--- src/bht_pkg.sv ---
// Shared types, codes and helpers for the bucketed hash table.
package bht_pkg;

   localparam int KEY_W          = 32;
   localparam int VAL_W          = 32;
   localparam int DEF_BUCKET_CNT = 256;
   localparam int DEF_SLOTS      = 8;

   // command codes
   localparam logic [1:0] CMD_INSERT = 2'd0;
   localparam logic [1:0] CMD_FIND   = 2'd1;
   localparam logic [1:0] CMD_DELETE = 2'd2;

   // status codes
   localparam logic [1:0] ST_OK   = 2'd0;
   localparam logic [1:0] ST_DUP  = 2'd1;
   localparam logic [1:0] ST_MISS = 2'd2;
   localparam logic [1:0] ST_FULL = 2'd3;

   typedef struct packed {
      logic [1:0]       cmd;
      logic [KEY_W-1:0] key;
      logic [VAL_W-1:0] value;
   } req_type;

   typedef struct packed {
      logic [1:0]       status;
      logic [VAL_W-1:0] found_value;
   } rsp_type;

   // controller -> datapath
   typedef struct packed {
      logic clr_wr;    // clear one bucket's valid marks
      logic load;      // take the request transfer
      logic mod_step;  // one remainder step
      logic rd_issue;  // read bucket at computed index
      logic commit;    // compare, write back, load result
   } bht_cmd_type;

   // datapath -> controller
   typedef struct packed {
      logic clr_last;
      logic mod_last;
      logic rsp_free;
   } bht_stat_type;

   function automatic bit is_pow2(input int unsigned n);
      return (n != 0) && ((n & (n - 1)) == 0);
   endfunction

endpackage

--- src/bht_ctrl.sv ---
// Sequencing state machine for the bucketed hash table.
module bht_ctrl #(
   parameter int BUCKET_COUNT = bht_pkg::DEF_BUCKET_CNT
) (
   input  logic                  clock,
   input  logic                  reset,
   input  logic                  req_valid,
   output logic                  req_stall,
   input  bht_pkg::bht_stat_type stat,
   output bht_pkg::bht_cmd_type  cmd
);

   localparam bit POW2 = bht_pkg::is_pow2(BUCKET_COUNT);

   localparam logic [2:0] S_CLR  = 3'd0;
   localparam logic [2:0] S_IDLE = 3'd1;
   localparam logic [2:0] S_MOD  = 3'd2;
   localparam logic [2:0] S_READ = 3'd3;
   localparam logic [2:0] S_CMP  = 3'd4;

   logic [2:0] state_ff, state_in;

   always_ff @(posedge clock) begin
      if (reset) begin
         state_ff <= S_CLR;
      end else begin
         state_ff <= state_in;
      end
   end

   always_comb begin
      state_in = state_ff;
      cmd      = '0;
      case (state_ff)
         S_CLR: begin
            cmd.clr_wr = 1'b1;
            if (stat.clr_last) state_in = S_IDLE;
         end
         S_IDLE: begin
            if (req_valid) begin
               cmd.load = 1'b1;
               state_in = POW2 ? S_CMP : S_MOD;
            end
         end
         S_MOD: begin
            cmd.mod_step = 1'b1;
            if (stat.mod_last) state_in = S_READ;
         end
         S_READ: begin
            cmd.rd_issue = 1'b1;
            state_in     = S_CMP;
         end
         S_CMP: begin
            if (stat.rsp_free) begin
               cmd.commit = 1'b1;
               state_in   = S_IDLE;
            end
         end
         default: state_in = S_IDLE;
      endcase
   end

   assign req_stall = (state_ff != S_IDLE);

endmodule

--- config.mk ---
export PLATFORM = sky130hd
export DESIGN_NAME = bht_ctrl
export DESIGN_NICKNAME = d
export VERILOG_FILES = /design/src/bht_pkg.sv /design/src/bht_ctrl.sv
export SDC_FILE = /design/constraint.sdc
export NUM_CORES = 1
export LEC_CHECK = 0
export ABC_AREA = 1
export BUFFER_PORTS_ARGS = -buffer_cell sky130_fd_sc_hd__buf_2
export CORE_AREA = 2 2 39 41
export CTS_CLUSTER_DIAMETER = 150
export DETAILED_ROUTE_END_ITERATION = 8
export DIE_AREA = 0 0 41 43
export SLEW_MARGIN = 5
export SYNTH_ARGS = -nofsm -noshare
export SYNTH_HDL_FRONTEND = slang
export SYNTH_SLANG_ARGS = --single-unit
--- constraint.sdc ---
create_clock -name clock -period 1.37 [get_ports clock]
set_input_delay 0.274 -clock clock [delete_from_list [all_inputs] [get_ports clock]]
set_output_delay 0.274 -clock clock [all_outputs]
set_load 0.01 [all_outputs]
== Word-level counts from Yosys, hierarchy flattened ==
Cells that the tools add are included.

* Bits in registers: 3
* Output and inout port bits: 6

* Equal/unequal tests: 9
* Mux-type cells: 12
* Reduce and logical (&&, ||, !) cells: 2

{| class="wikitable"
|+ Operators with widths
! cell !! number
|-
| case mux 3 bit (5 select lines) || 1
|-
| two-way mux 3 bit || 4
|-
| != test 2 bit (second input constant) || 4
|-
| two-way mux 1 bit || 7
|-
| equality test 3 x 2 -> 1 bit (second input constant) || 2
|-
| AND reduction 4 bit || 1
|-
| equality test 3 x 1 -> 1 bit (second input constant) || 1
|-
| equality test 3 bit (second input constant) || 1
|-
| zero test 3 bit || 1
|-
| != test 3 x 1 -> 1 bit (second input constant) || 1
|}

== Depth between registers and ports, before layout ==
Gate-level depths: netlist (run 1).

* Depth in word-level cells: 3
* Gate-level depth with buffers: 7
* Mapped depth without buffers: 7

== Worst setup path before layout (run 1) ==
No wires, ideal clock.

* Path type: reg2out
* From: reg state_ff[2]
* To: out cmd[0] (netlist name)
* Data arrival time: 865 ps
* Slack: 231 ps
* Cell stages (with the launch flop): 3
* Buffers on the path: 0
* Cells stage by stage: dfxtp_1 -> inv_1 -> nor4_1

{| class="wikitable"
|+ RTL lines
! element !! line !! source
|-
| start: declaration || bht_ctrl.sv:21 || <nowiki>logic [2:0] state_ff, state_in;</nowiki>
|-
| start signal: assignment || bht_ctrl.sv:27 || <nowiki>state_ff <= state_in;</nowiki>
|-
| end: declaration || bht_ctrl.sv:10 || <nowiki>output bht_pkg::bht_cmd_type cmd</nowiki>
|}

==> results of run 1 <==
==> power by group through the flow <==
stage               Clock (µW)  Combinational (µW)  Sequential [µW]
floorplan                    0                69.5              108
global placement             0                 102              110
detailed placement           0                 103              110
CTS                        162                 105              112
global route               175                 120              117
finish                     153                 107              115
==> how the worst max path moves through the flow <==
stage / from / to / slack (ns) / cells past startpoint
floorplan: state_ff[2] / cmd[0] / 0.23 / 2
global placement: state_ff[2] / cmd[0] / 0.20 / 3
detailed placement: state_ff[2] / cmd[0] / 0.17 / 3
CTS: state_ff[1] / cmd[2] / -0.02 / 5
global route: state_ff[0] / cmd[3] / -0.04 / 5
finish: state_ff[1] / cmd[2] / 0.03 / 5
==> cell usage after synthesis <==
master | number | area, µm²
a21oi_1 | 2 | 10.0
dfxtp_1 | 3 | 60.1
inv_1 | 7 | 26.3
inv_2 | 1 | 3.75
nand2_1 | 6 | 22.5
nand3_1 | 3 | 15.0
nand3b_1 | 1 | 7.51
nor2_1 | 4 | 15.0
nor2_2 | 2 | 12.5
nor3_1 | 2 | 10.0
nor4_1 | 1 | 6.26
==> layer usage <==
metal  GRT usage [%]  vias to the layer above  routed length (µm)
li1                -                      127                   -
met1            8.01                       97                 196
met2            9.69                        7                 252
met3            6.28                        0                  41
met4            4.00                        0                   0
met5               0                        -                   0
==> final cells by class <==
type | instances | area (µm²) | share of cell area, %
inverter | 8 | 30.0 | 9.68
timing repair buffer | 11 | 55.1 | 17.7
clock buffer | 4 | 26.3 | 8.47
multi-input combinational | 21 | 110 | 35.5
sequential | 3 | 68.8 | 22.2
tap | 16 | 20.0 | 6.45
==> cell families (layout without fill, tap and decap cells) <==
group | count (synthesis) | after routing | synth area share [%]
and+or+nand+nor | 19 | 19 | 47.0
buffers and inverters | 8 | 23 | 15.9
DFF | 3 | 3 | 31.8
AOI/OAI and AO/OA | 2 | 2 | 5.30
==> what timing repair did <==
action / in CTS / in global routing
hold buffers: 0 / 0
setup endpoints to repair: 2 / 3
resized for setup: 3 / 5
==> per-stage QoR <==
step / setup WS (ns) / instances / TNS [ns] / area [µm²]
detailed placement: 0.165 / 59 / 0 / 264
finish: 0.0319 / 63 / 0 / 310
CTS: -0.0160 / 63 / -0.0160 / 299
global route: -0.0424 / 63 / -0.0869 / 310
floorplan: 0.231 / 32 / 0 / 189
global placement: 0.196 / 59 / 0 / 264
==> flow_summary_export.csv, run 1 <==
group,metric,value,unit
status,run_status,"completed",
yosys,yosysUniqueCellTypes,11,
global_route,grt_pass1_wl,807,µm
timing,hold_viol_final,0,
floorplan,die_w,41,µm
pwr,leakagePower,0.000167,µW
hold_path,hold_depth,2,
clock_network,cts_tree,"yes",
yosys,syn-num-nets,38,
global_route,antenna_found_initial,0,
floorplan,die_h,43,µm
worst_setup_path,cpPeakStageDelay,0.35,ns
pwr,power,375,µW
clock_network,htreeDepth,1,
layout,layout_common_cells,"buf_2 (11), inv_1 (6), nand2_1 (6)",
global_route,grt_pass1_vias,218,
timing,timing.hold.ws,0.223,ns
detailed_routing,wl,491,µm
yosys,synth_area,189,µm²
clock_network,numCtsBuffers,3,
clock_network,clk_path_buf_depth,2,
worst_setup_path,crit_path_frequent_cell,"inv_1",
layout,drive_gt1_share,46.8,%
pwr,ir_worst_vdd,0.378,mV
floorplan,initial_core_util,13.7,%
worst_setup_path,crit_fanout,4,
worst_setup_path,worst-r2r-cell-count,7,
detailed_routing,num_vias,231,
pwr,swShare,32.1,%
hold_path,hp-class,"in -> reg",
floorplan,ioPinCount,12,
worst_setup_path,path_buf_inv,3,
place,gp_congestion,0.640,
layout,area_growth,64.2,%
layout,largest_register_ffs,3,
timing,rsz0062_at_grt,"true",
global_route,grt_use_total,7.42,%
hold_path,whs_endpoint,"state_ff[0]",
layout,top_regs,"state_ff (3)",
detailed_routing,postRouteAntennaNets,0,
layout,fillers,174,
timing,worst_pin_slew,0.205,ns
clock_network,clkLatencyLatePin,0.23,ns
timing,period_share,97.7,%
pwr,intPower,255,µW
floorplan,core_area,0.00138,mm²
layout,fin_util,22.4,%
clock_network,cts_root_buf,"clkbuf_4",
worst_setup_path,slowest_stage,"dfxtp_2",
detailed_routing,dr.pass1.iters,2,
hold_path,min_from,"reset",
detailed_routing,drt_iter0_drc,1,
yosys,ys_warn_count,0,
worst_setup_path,path_class,"reg -> out",
yosys,ys_seq_elements,3,
layout,layout.nets,54,
worst_setup_path,rrSetupSlack,0.37,ns
clock_network,path_clk_slew,0.04,ns
pwr,p_switching,120,µW
layout,n_antenna_cell,0,
pwr,p_clk_share,40.8,%
yosys,ys_seq_area_share,31.8,%
timing,timing.slew.headroom,86.2,%
global_route,grt_start_max_net_pins,7,
detailed_routing,via_per_inst,3.67,
timing,fin_skew,0.00280,ns
worst_setup_path,timing.rr.end,"state_ff[0]",
global_route,overflow,0,
worst_setup_path,timing.rr.start,"state_ff[1]",
detailed_routing,wl_per_cell,7.79,µm
pwr,cellPowerDensity,1210,mW/mm²
worst_setup_path,worstPathCellList,"inv_1 -> nor2_1 -> nand2_1 -> inv_1 -> buf_2",
clock_network,clock-sinks,3,
run,drv_cap,0,
place,dp_hpwl,400,µm
floorplan,dieArea,0.00176,mm²
timing,fmax,0.747,GHz
detailed_routing,route.detailed.drc,0,
worst_setup_path,arrival,1.06,ns
pwr,p_comb_share,28.5,%
clock_network,postCtsSetupBuffers,0,
layout,mostFrequentLayoutCell,"buf_2",
place,port_buffers,11,
worst_setup_path,crit_path_end_kind,"output pin",
timing,drv_slew,0,
worst_setup_path,crit_family,"flip-flops",
worst_setup_path,cp-start-kind,"flop",
pwr,seq_power_share,30.7,%
layout,top_register,"state_ff",
timing,setup_viol,0,
worst_setup_path,cp.required,1.10,ns
timing,period_needed,1.34,ns
yosys,synthCells,32,
floorplan,num_rows,14,
yosys,syn_area_per_cell,5.90,µm²
Power figures use the tool's default switching activity.
==> run 2: changes to the inputs <==
Settings changed: PLACE_DENSITY set to 0.41.
==> flow_summary_export.csv, run 2 (synthesized netlist as in run 1, its figures left out) <==
group,metric,value,unit
worst_setup_path,worst-r2r-cell-count,9,
timing,fmax,0.770,GHz
detailed_routing,via_per_inst,3.90,
worst_setup_path,rrSetupSlack,0.16,ns
timing,fin_skew,0.00378,ns
layout,fin_util,25.1,%
worst_setup_path,crit_start,"state_ff[2]",
timing,tns,0,ns
timing,setup_viol,0,
floorplan,initial_core_util,13.7,%
timing,period_share,94.8,%
detailed_routing,dr.pass1.iters,2,
clock_network,path_clk_slew,0.04,ns
timing,period_needed,1.30,ns
worst_setup_path,crit_path_end,"cmd[0]",
floorplan,die_w,41,µm
worst_setup_path,cp-start-kind,"flop",
worst_setup_path,path_class,"reg -> out",
worst_setup_path,crit_path_end_kind,"output pin",
clock_network,cts_tree,"yes",
worst_setup_path,crit_fanout,6,
clock_network,clkLatencyLatePin,0.23,ns
pwr,leakagePower,0.000185,µW
place,gp_congestion,0.692,
timing,hold_viol_final,0,
layout,area_growth,84.1,%
detailed_routing,route.detailed.drc,0,
global_route,antenna_found_initial,0,
place,port_buffers,11,
worst_setup_path,arrival,1.02,ns
timing,timing.hold.ws,0.233,ns
clock_network,htreeDepth,1,
place,dp_hpwl,384,µm
layout,top_register,"state_ff",
floorplan,num_rows,14,
global_route,grt_pass1_vias,208,
global_route,grt_start_max_net_pins,7,
timing,worst_pin_slew,0.179,ns
layout,layout.nets,58,
worst_setup_path,timing.rr.start,"state_ff[0]",
detailed_routing,postRouteAntennaNets,0,
clock_network,clk_path_buf_depth,2,
detailed_routing,drt_iter0_drc,5,
layout,top_regs,"state_ff (3)",
global_route,grt_pass1_wl,745,µm
status,run_status,"completed",
detailed_routing,wl_per_cell,7.66,µm
layout,largest_register_ffs,3,
timing,drv_slew,0,
layout,n_antenna_cell,0,
global_route,grt_use_total,6.42,%
hold_path,hp-class,"in -> reg",
worst_setup_path,timing.rr.end,"state_ff[0]",
floorplan,dieArea,0.00176,mm²
clock_network,numCtsBuffers,3,
layout,drive_gt1_share,56.9,%
worst_setup_path,cp.required,1.10,ns
detailed_routing,wl,513,µm
run,drv_cap,0,
floorplan,core_area,0.00138,mm²
timing,timing.slew.headroom,88.0,%
layout,layout_common_cells,"buf_2 (11), inv_1 (6), nand2_1 (5)",
clock_network,clock-sinks,3,
clock_network,cts_hold_buf,0,
global_route,overflow,0,
detailed_routing,num_vias,261,
floorplan,die_h,43,µm
pwr,ir_worst_vdd,0.306,mV
pwr,cellPowerDensity,1180,mW/mm²
layout,mostFrequentLayoutCell,"buf_2",
floorplan,ioPinCount,12,
clock_network,cts_root_buf,"clkbuf_4",
## run 2: final cells by class
class	count	area, µm²
tap	16	20.0
inverter	8	30.0
clock buffer	4	26.3
sequential	3	68.8
fill	158	1040
timing repair buffer	15	85.1
multi-input combinational	21	118
## run 2: how the worst min path moves through the flow
stage | cells after the start | startpoint | to | slack (ns)
after CTS | 2 | reset | state_ff[1] | 0.23
final | 2 | reset | state_ff[1] | 0.23
after global placement | 2 | reset | state_ff[0] | 0.48
after floorplan | 1 | reset | state_ff[0] | 0.34
after global routing | 2 | reset | state_ff[2] | 0.25
after detailed placement | 2 | reset | state_ff[2] | 0.48
## run 2: worst max-delay path, stage by stage, from the launching register on
cell and delay (ns):
dfxtp_4 0.38, inv_1 0.07, nor4_2 0.19, buf_2 0.17
## run 2: report_power, final
group,switching [µW],total [µW],internal [µW]
Sequential,12.8,110,97.4
Combinational,74.3,150,76.1
Clock,41.8,151,109
Total,129,411,282
## run 2: routing by layer
layer	global-route usage, %	part of all wire, %
met5	0	0
met4	6.00	0
met2	8.44	51
met3	1.57	2.7
met1	8.01	46
## run 2: timing repair
action,4_1_cts,5_1_grt
gates resized for setup,3,8
setup endpoints to repair,3,2
cloned,0,0
pin swaps,0,3
setup buffers,0,4
## run 2: stage by stage
stage / total power, µW / worst slack (ns) / area [µm²] / cells
2_1_floorplan: 178 / 0.231 / 189 / 32
3_3_place_gp: 215 / 0.202 / 264 / 59
3_5_place_dp: 213 / 0.200 / 264 / 59
4_1_cts: 374 / 0.00278 / 294 / 63
5_1_grt: 443 / -0.0180 / 348 / 67
6_report: 411 / 0.0717 / 348 / 67
==> run 3: changes to the inputs <==
Settings changed: HOLD_SLACK_MARGIN set to 0.06, SETUP_SLACK_MARGIN set to 0.4.
==> flow_summary_export.csv, run 3 (synthesized netlist as in run 1, its figures left out) <==
group,metric,value,unit
timing,hold_viol_final,0,
floorplan,core_area,0.00138,mm²
floorplan,die_w,41,µm
clock_network,clock-sinks,3,
global_route,grt_pass1_vias,217,
worst_setup_path,cp.required,1.10,ns
floorplan,initial_core_util,13.7,%
clock_network,htreeDepth,1,
timing,timing.slew.headroom,88.8,%
timing,worst_pin_slew,0.166,ns
clock_network,clkLatencyLatePin,0.23,ns
worst_setup_path,crit_fanout,4,
timing,setup_viol,0,
pwr,power,437,µW
layout,drive_gt1_share,67.3,%
clock_network,path_clk_slew,0.04,ns
layout,layout_common_cells,"buf_2 (9), nand2_1 (5), inv_1 (5)",
layout,area_growth,126,%
worst_setup_path,cp-start-kind,"flop",
detailed_routing,num_vias,263,
clock_network,cts_tree,"yes",
status,run_status,"completed",
worst_setup_path,crit_path_end_kind,"output pin",
timing,period_needed,1.29,ns
floorplan,num_rows,14,
detailed_routing,route.detailed.drc,0,
detailed_routing,wl,535,µm
detailed_routing,wl_per_cell,7.87,µm
place,port_buffers,11,
detailed_routing,postRouteAntennaNets,0,
layout,top_regs,"state_ff (3)",
clock_network,numCtsBuffers,3,
timing,fin_skew,0.00231,ns
global_route,grt_pass1_wl,828,µm
pwr,leakagePower,0.000202,µW
hold_path,hp-class,"in -> reg",
pwr,cellPowerDensity,1020,mW/mm²
clock_network,cts_root_buf,"clkbuf_4",
run,drv_cap,0,
detailed_routing,drt_iter0_drc,0,
layout,largest_register_ffs,3,
layout,n_antenna_cell,0,
pwr,ir_worst_vdd,0.222,mV
layout,layout.nets,59,
worst_setup_path,arrival,1.02,ns
timing,drv_slew,0,
clock_network,clk_path_buf_depth,2,
global_route,overflow,0,
timing,period_share,94.1,%
timing,rsz0062_at_grt,"true",
layout,top_register,"state_ff",
layout,fillers,155,
clock_network,cts_hold_buf,0,
timing,layout_setup_ws,0.0804,ns
floorplan,die_h,43,µm
timing,fmax,0.775,GHz
layout,stdcell_area,427,µm²
global_route,grt_use_total,7.22,%
global_route,grt_start_max_net_pins,6,
detailed_routing,via_per_inst,3.87,
floorplan,dieArea,0.00176,mm²
place,pre_cts_ws,0.238,ns
timing,tns,0,ns
detailed_routing,dr.pass1.iters,1,
layout,mostFrequentLayoutCell,"buf_2",
worst_setup_path,path_class,"reg -> out",
place,place_area,308,µm²
place,gp_congestion,0.693,
floorplan,ioPinCount,12,
global_route,antenna_found_initial,0,
## run 3: where the power goes
part           switching, µW  leakage [µW]  internal (µW)  total (µW)
Combinational           81.2      0.000160           76.4         158
Sequential              23.4     0.0000267           98.7         122
Clock                   47.9     0.0000150            109         157
## run 3: cell type report
cell class,instances,area [µm²],share of cell area (%)
Multi-Input combinational cell,21,160,37.5
Timing Repair Buffer,16,109,25.5
Sequential cell,3,71.3,16.7
Inverter,8,40.0,9.38
Clock buffer,4,26.3,6.16
Tap cell,16,20.0,4.69
## run 3: per-layer routing
| metal | share of wire [%] | vias up | global-route usage [%] |
|---|---|---|---|
| met3 | 4.9 | 2 | 1.57 |
| met1 | 41 | 113 | 8.33 |
| li1 | - | 140 | - |
| met2 | 50 | 8 | 9.69 |
| met4 | 3.2 | 0 | 8.00 |
| met5 | 0 | - | 0 |
## run 3: final timing paths
kind | slack (ns) | end | startpoint | depth (start not counted)
max reg2reg | 0.27 | state_ff[0] | state_ff[2] | 7
max | 0.08 | cmd[2] | state_ff[1] | 5
min | 0.22 | state_ff[0] | reset | 2
min reg2reg | 0.59 | state_ff[1] | state_ff[0] | 3
## run 3: per-stage QoR
step,instances,hold WS (ns),util (%)
finish,68,0.225,30.8
detailed placement,59,0.469,22.2
global placement,59,0.470,22.2
CTS,66,0.217,27.3
global route,68,0.241,30.8
floorplan,32,0.333,-
## run 3: worst max-delay path: stages, from the launching register on
cell	delay, ns
dfxtp_4	0.39
inv_6	0.06
nor2_4	0.10
nand2_1	0.07
inv_1	0.07
buf_6	0.10
## run 3: timing repair
action	4_1_cts	5_1_grt
setup endpoints to repair	8	8
pin swaps	3	3
hold endpoints to repair	0	0
setup buffers	3	2
resized for setup	8	8
